## src/rtl/core/tdq_pkg.sv

```systemverilog
// ----------------------------------------------------------------------------
// tdq_pkg: shared types for the tree distance query block
// Request and result payloads, opcodes, controller states and the
// command/status bundles between controller and datapath.
// ----------------------------------------------------------------------------
package tdq_pkg;

	localparam logic [1:0] OP_WR_DEPTH = 2'd0;
	localparam logic [1:0] OP_WR_ANC   = 2'd1;
	localparam logic [1:0] OP_QUERY    = 2'd2;

	typedef struct packed {
		logic [1:0]  op;
		logic [15:0] node_a;
		logic [15:0] node_b;
		logic [3:0]  lift_level;
		logic [15:0] write_value;
	} req_t;

	typedef struct packed {
		logic [16:0] distance;
		logic [15:0] common_ancestor;
	} res_t;

	typedef enum logic [4:0] {
		S_IDLE,
		S_RED1,
		S_RED2,
		S_WRITE,
		S_RDA,
		S_RDB,
		S_SWAP,
		S_L1A,
		S_L1D,
		S_L1C,
		S_L2A,
		S_L2B,
		S_L2C,
		S_FA,
		S_FB,
		S_DL,
		S_DC
	} state_t;

	typedef enum logic [1:0] {
		DS_A,
		DS_B,
		DS_ANC,
		DS_X
	} dsel_t;

	typedef enum logic {
		AS_X,
		AS_Y
	} asel_t;

	typedef struct packed {
		logic  load_req;
		logic  wr_depth;
		logic  wr_anc;
		logic  rd_depth;
		dsel_t dsel;
		logic  rd_anc;
		asel_t asel;
		logic  cap_da;
		logic  swap;
		logic  lvl_init;
		logic  lvl_dec;
		logic  p_cap;
		logic  lift1;
		logic  lift2;
		logic  parent;
		logic  finish;
	} cmd_t;

	typedef struct packed {
		logic [1:0] op;
		logic       lvl_ok;
		logic       lvl_zero;
		logic       xy_ne;
	} stat_t;

endpackage

```

## src/rtl/core/tdq_ctrl.sv

```systemverilog
// ----------------------------------------------------------------------------
// tdq_ctrl: sequencing controller
// Steps loads and the two lifting passes of a query over the datapath.
// ----------------------------------------------------------------------------
module tdq_ctrl (
	input  logic            clk,
	input  logic            arst_n,
	input  logic            start,
	output logic            busy,
	input  tdq_pkg::stat_t  stat,
	output tdq_pkg::cmd_t   cmd
);

	tdq_pkg::state_t state_q;
	tdq_pkg::state_t state_d;

	always_ff @(posedge clk or negedge arst_n) begin
		if (!arst_n) begin
			state_q <= tdq_pkg::S_IDLE;
		end else begin
			state_q <= state_d;
		end
	end

	always_comb begin
		state_d = state_q;
		unique case (state_q)
			tdq_pkg::S_IDLE: begin
				if (start) state_d = tdq_pkg::S_RED1;
			end
			tdq_pkg::S_RED1: state_d = tdq_pkg::S_RED2;
			tdq_pkg::S_RED2: begin
				unique case (stat.op) inside
					tdq_pkg::OP_WR_DEPTH, tdq_pkg::OP_WR_ANC: state_d = tdq_pkg::S_WRITE;
					tdq_pkg::OP_QUERY: state_d = tdq_pkg::S_RDA;
					default: state_d = tdq_pkg::S_IDLE;
				endcase
			end
			tdq_pkg::S_WRITE: state_d = tdq_pkg::S_IDLE;
			tdq_pkg::S_RDA:   state_d = tdq_pkg::S_RDB;
			tdq_pkg::S_RDB:   state_d = tdq_pkg::S_SWAP;
			tdq_pkg::S_SWAP:  state_d = tdq_pkg::S_L1A;
			tdq_pkg::S_L1A:   state_d = tdq_pkg::S_L1D;
			tdq_pkg::S_L1D:   state_d = tdq_pkg::S_L1C;
			tdq_pkg::S_L1C: begin
				state_d = stat.lvl_zero ? tdq_pkg::S_L2A : tdq_pkg::S_L1A;
			end
			tdq_pkg::S_L2A:   state_d = tdq_pkg::S_L2B;
			tdq_pkg::S_L2B:   state_d = tdq_pkg::S_L2C;
			tdq_pkg::S_L2C: begin
				state_d = stat.lvl_zero ? tdq_pkg::S_FA : tdq_pkg::S_L2A;
			end
			tdq_pkg::S_FA: begin
				state_d = stat.xy_ne ? tdq_pkg::S_FB : tdq_pkg::S_DL;
			end
			tdq_pkg::S_FB:    state_d = tdq_pkg::S_DL;
			tdq_pkg::S_DL:    state_d = tdq_pkg::S_DC;
			tdq_pkg::S_DC:    state_d = tdq_pkg::S_IDLE;
			default:          state_d = tdq_pkg::S_IDLE;
		endcase
	end

	always_comb begin
		cmd  = '0;
		busy = 1'b1;
		unique case (state_q)
			tdq_pkg::S_IDLE: begin
				busy         = 1'b0;
				cmd.load_req = start;
			end
			tdq_pkg::S_WRITE: begin
				cmd.wr_depth = (stat.op == tdq_pkg::OP_WR_DEPTH);
				cmd.wr_anc   = (stat.op == tdq_pkg::OP_WR_ANC) && stat.lvl_ok;
			end
			tdq_pkg::S_RDA: begin
				cmd.rd_depth = 1'b1;
				cmd.dsel     = tdq_pkg::DS_A;
			end
			tdq_pkg::S_RDB: begin
				cmd.rd_depth = 1'b1;
				cmd.dsel     = tdq_pkg::DS_B;
				cmd.cap_da   = 1'b1;
			end
			tdq_pkg::S_SWAP: begin
				cmd.swap     = 1'b1;
				cmd.lvl_init = 1'b1;
			end
			tdq_pkg::S_L1A: begin
				cmd.rd_anc = 1'b1;
				cmd.asel   = tdq_pkg::AS_X;
			end
			tdq_pkg::S_L1D: begin
				cmd.rd_depth = 1'b1;
				cmd.dsel     = tdq_pkg::DS_ANC;
				cmd.p_cap    = 1'b1;
			end
			tdq_pkg::S_L1C: begin
				cmd.lift1    = 1'b1;
				cmd.lvl_init = stat.lvl_zero;
				cmd.lvl_dec  = !stat.lvl_zero;
			end
			tdq_pkg::S_L2A: begin
				cmd.rd_anc = 1'b1;
				cmd.asel   = tdq_pkg::AS_X;
			end
			tdq_pkg::S_L2B: begin
				cmd.rd_anc = 1'b1;
				cmd.asel   = tdq_pkg::AS_Y;
				cmd.p_cap  = 1'b1;
			end
			tdq_pkg::S_L2C: begin
				cmd.lift2   = 1'b1;
				cmd.lvl_dec = !stat.lvl_zero;
			end
			tdq_pkg::S_FA: begin
				cmd.rd_anc = stat.xy_ne;
				cmd.asel   = tdq_pkg::AS_X;
			end
			tdq_pkg::S_FB: begin
				cmd.parent = 1'b1;
			end
			tdq_pkg::S_DL: begin
				cmd.rd_depth = 1'b1;
				cmd.dsel     = tdq_pkg::DS_X;
			end
			tdq_pkg::S_DC: begin
				cmd.finish = 1'b1;
			end
			default: begin
				busy = 1'b1;
			end
		endcase
	end

	a_finish_single: assert property (@(posedge clk) disable iff (!arst_n)
		cmd.finish |=> !cmd.finish)
		else $error("finish held for two cycles");

	a_load_busy: assert property (@(posedge clk) disable iff (!arst_n)
		cmd.load_req |=> busy)
		else $error("not busy after accepting a request");

	a_finish_after_read: assert property (@(posedge clk) disable iff (!arst_n)
		cmd.finish |-> $past(state_q == tdq_pkg::S_DL))
		else $error("finish without a preceding depth read");

endmodule

```

## config.mk

```make
export PLATFORM = sky130hd
export DESIGN_NAME = tdq_ctrl
export DESIGN_NICKNAME = d
export VERILOG_FILES = /design/src/rtl/core/tdq_pkg.sv /design/src/rtl/core/tdq_ctrl.sv
export SDC_FILE = /design/constraint.sdc
export NUM_CORES = 1
export LEC_CHECK = 0
export BUFFER_PORTS_ARGS = -buffer_cell sky130_fd_sc_hd__buf_2
export CAP_MARGIN = 20
export CORE_ASPECT_RATIO = 1.25
export CORE_MARGIN = 8
export CORE_UTILIZATION = 25
export DETAILED_ROUTE_END_ITERATION = 10
export PLACE_DENSITY = 0.58
export SYNTH_ARGS = -nofsm -noshare
export SYNTH_HDL_FRONTEND = slang
export SYNTH_SLANG_ARGS = --single-unit
```

## constraint.sdc

```tcl
create_clock -name clk -period 2 [get_ports clk]
set_input_delay 0.2 -clock clk [delete_from_list [all_inputs] [get_ports clk]]
set_output_delay 0.2 -clock clk [all_outputs]
set_load 0.02 [all_outputs]
```

==> metrics.yaml <==
status: "complete, no violations"
synth_area_leader_cell: "dfrtp_1"
io_buffers: 25
regMostFlops: "state_q"
power_density_nw_per_um2: 1360
use_met2: 0.161
grt_setup_unrepaired: "false"
rows: 20
dpl_cell_area_um2: 722
die_w_um: 59.8
nFillCells: 291
drive_above_1_share: 0.351
place_inst: 139
syn_area_um2: 601
cp_max_fo: 15
yosysUniqueCellTypes: 33
fin_crit_ns: 1.81
clk_pin_slew_ns: 0.04
synthesis.nets: 92
post-route-util: 0.323
cp-start-kind: "register"
h-tree-depth: 1
cts_setup_buffers: 0
cap_viol_max_count: 0
cts_tree: "yes"
cts_made_buffers: 3
first_global_vias: 727
clk_latency_ns: 0.24
layout.area.seq_um2: 128
syn_area_per_cell_um2: 7.15
grt_use_met1: 0.0924
period_share: 0.907
worst_pin_slew_ns: 0.446
synth-seq-cells: 5
slowest_delay_ns: 0.61
start_util: 0.255
dp_hpwl_um: 1490
syn_inst: 84
vias: 697
max_freq_mhz: 552
cts_sinks: 5
synthTopCellsByArea: "dfrtp_1, nor2_1, clkbuf_8"
fin_cells: 144
drt_wl_total_um: 1830
clk_path_buf_depth: 2
setup_viol: 0
vdd_drop_max_mv: 0.551
vias_per_cell: 4.84
leakage_nw: 0.368
path_cells: "nand2_1 > o22a_1 > nor2_1 > buf_2"
slew_headroom: 0.703
cp_slowest_cell: "dfrtp_1"
grt.busiest_layer: "met2"
nets: 120
r2r-end: "state_q[0]"
synth_edf_count: 0
cts-root-buf: "clkbuf_4"
required_ns: 1.80
ios: 26
yosys_warnings: 0
ant_nets: 0
crit_buf_inv: 1
drt_iter0_markers: 6
async_reset_ff_frac: 1.00
dieArea_um2: 4240
crit_family: "flip-flops"
firstDrtPassIters: 4
wl_per_cell_um: 12.7
route.detailed.drc: 0
top_regs: "state_q (5)"
grtUsageTotal: 0.0920
rrSetupSlack_ns: 0.48
synth.top_cell.area_share: 0.208
path_class: "register to output port"
arrival_ns: 1.61
diodes: 0
end_kind: "output port"
multiInputGateArea_um2: 408
hold_viol: 0
grt_max_degree: 17
synthFlopType: "dfrtp_1"
finalSetupTns_ns: 0
die_h_um: 70.8
slew_violations: 0
yosysSeqAreaShare: 0.208
hold_path_class: "input pin to async pin"
area_growth_pct: 26.7
grt_pass1_wl_um: 3130
gp_congestion: 0.802
finClkSkew_ns: 0.00179
finalPower_w: 0.00103
r2r-start: "state_q[0]"
core-area_um2: 2350
largest_register_ffs: 5
stdcell_area_um2: 761
met3_usage: 0.0290
antenna_found_initial: 0
ff2ff_path_depth: 4
gr-total-overflow: 0
==> kinds of logic after synthesis <==
logic type,Yosys count,synth area share
simple gates,51,0.423
compound gates,19,0.227
buf+inv,7,0.113
flops,5,0.208
xor+xnor,2,0.0292
==> worst reg2reg max path, delay by kind of cell (launching register included) <==
family	cells	cell delay, ns
simple gates	2	0.46
compound gates	2	0.36
flops	1	0.61
==> per-stage QoR <==
| step | hold WS, ns | setup WS (ns) |
|---|---|---|
| floorplan | -0.0956 | 0.477 |
| global placement | 0.0175 | 0.380 |
| detailed placement | 0.0176 | 0.354 |
| CTS | 0.290 | 0.0905 |
| global route | 0.289 | 0.0518 |
| finish | 0.300 | 0.187 |
==> cell usage after synthesis, drive strengths merged (3+ instances only) <==
library cell and instances:
o21ai 4, or2 3, nand2 11, nor2 16
nand2b 4, dfrtp 5, nor3 7, clkbuf 3
a21oi 4
==> where the power goes <==
group          internal [W]  leakage [nW]  switching [W]  total (W)
Sequential         0.000141        0.0618       0.000123   0.000263
Combinational      0.000257         0.291       0.000401   0.000658
Clock             0.0000751        0.0150      0.0000371   0.000112
==> layout by cell type (no fill, tap or decap), types with 3 or more instances in the layout <==
master    count
buf_2        25
nand2_1      10
nor3_1        7
o21ai_0       3
nor2_1       16
clkbuf_4      3
dfrtp_1       3
nand2b_1      3
a21oi_1       4
==> worst max path at each step <==
stage          slack, ns  endpoint       start  cells after the start
3_3_place_gp        0.38    cmd[2]  state_q[3]                      4
2_1_floorplan       0.48    cmd[5]  state_q[2]                      3
4_1_cts             0.09   cmd[13]  state_q[3]                      5
3_5_place_dp        0.35   cmd[13]  state_q[3]                      5
6_report            0.19   cmd[13]  state_q[0]                      4
5_1_grt             0.05   cmd[14]  state_q[0]                      5
==> what timing repair did <==
item | in CTS | in global routing
hold buffers | 1 | 0
gates resized for setup | 0 | 2
endpoints found under the hold margin | 5 | 0
endpoints found under the setup margin | 0 | 2
==> routing by layer <==
layer / up-vias / wire length [um]
li1: 350 / -
met1: 327 / 716
met2: 18 / 961
met3: 2 / 123
met4: 0 / 25
met5: - / 0
==> final cells by class <==
type | instances | area share
clock buffer | 4 | 0.0345
inverter | 2 | 0.00987
multi-input combinational | 72 | 0.536
sequential | 5 | 0.168
tap | 33 | 0.0543
timing repair buffer | 28 | 0.197
No activity file was read; power rests on OpenSTA's default activity.
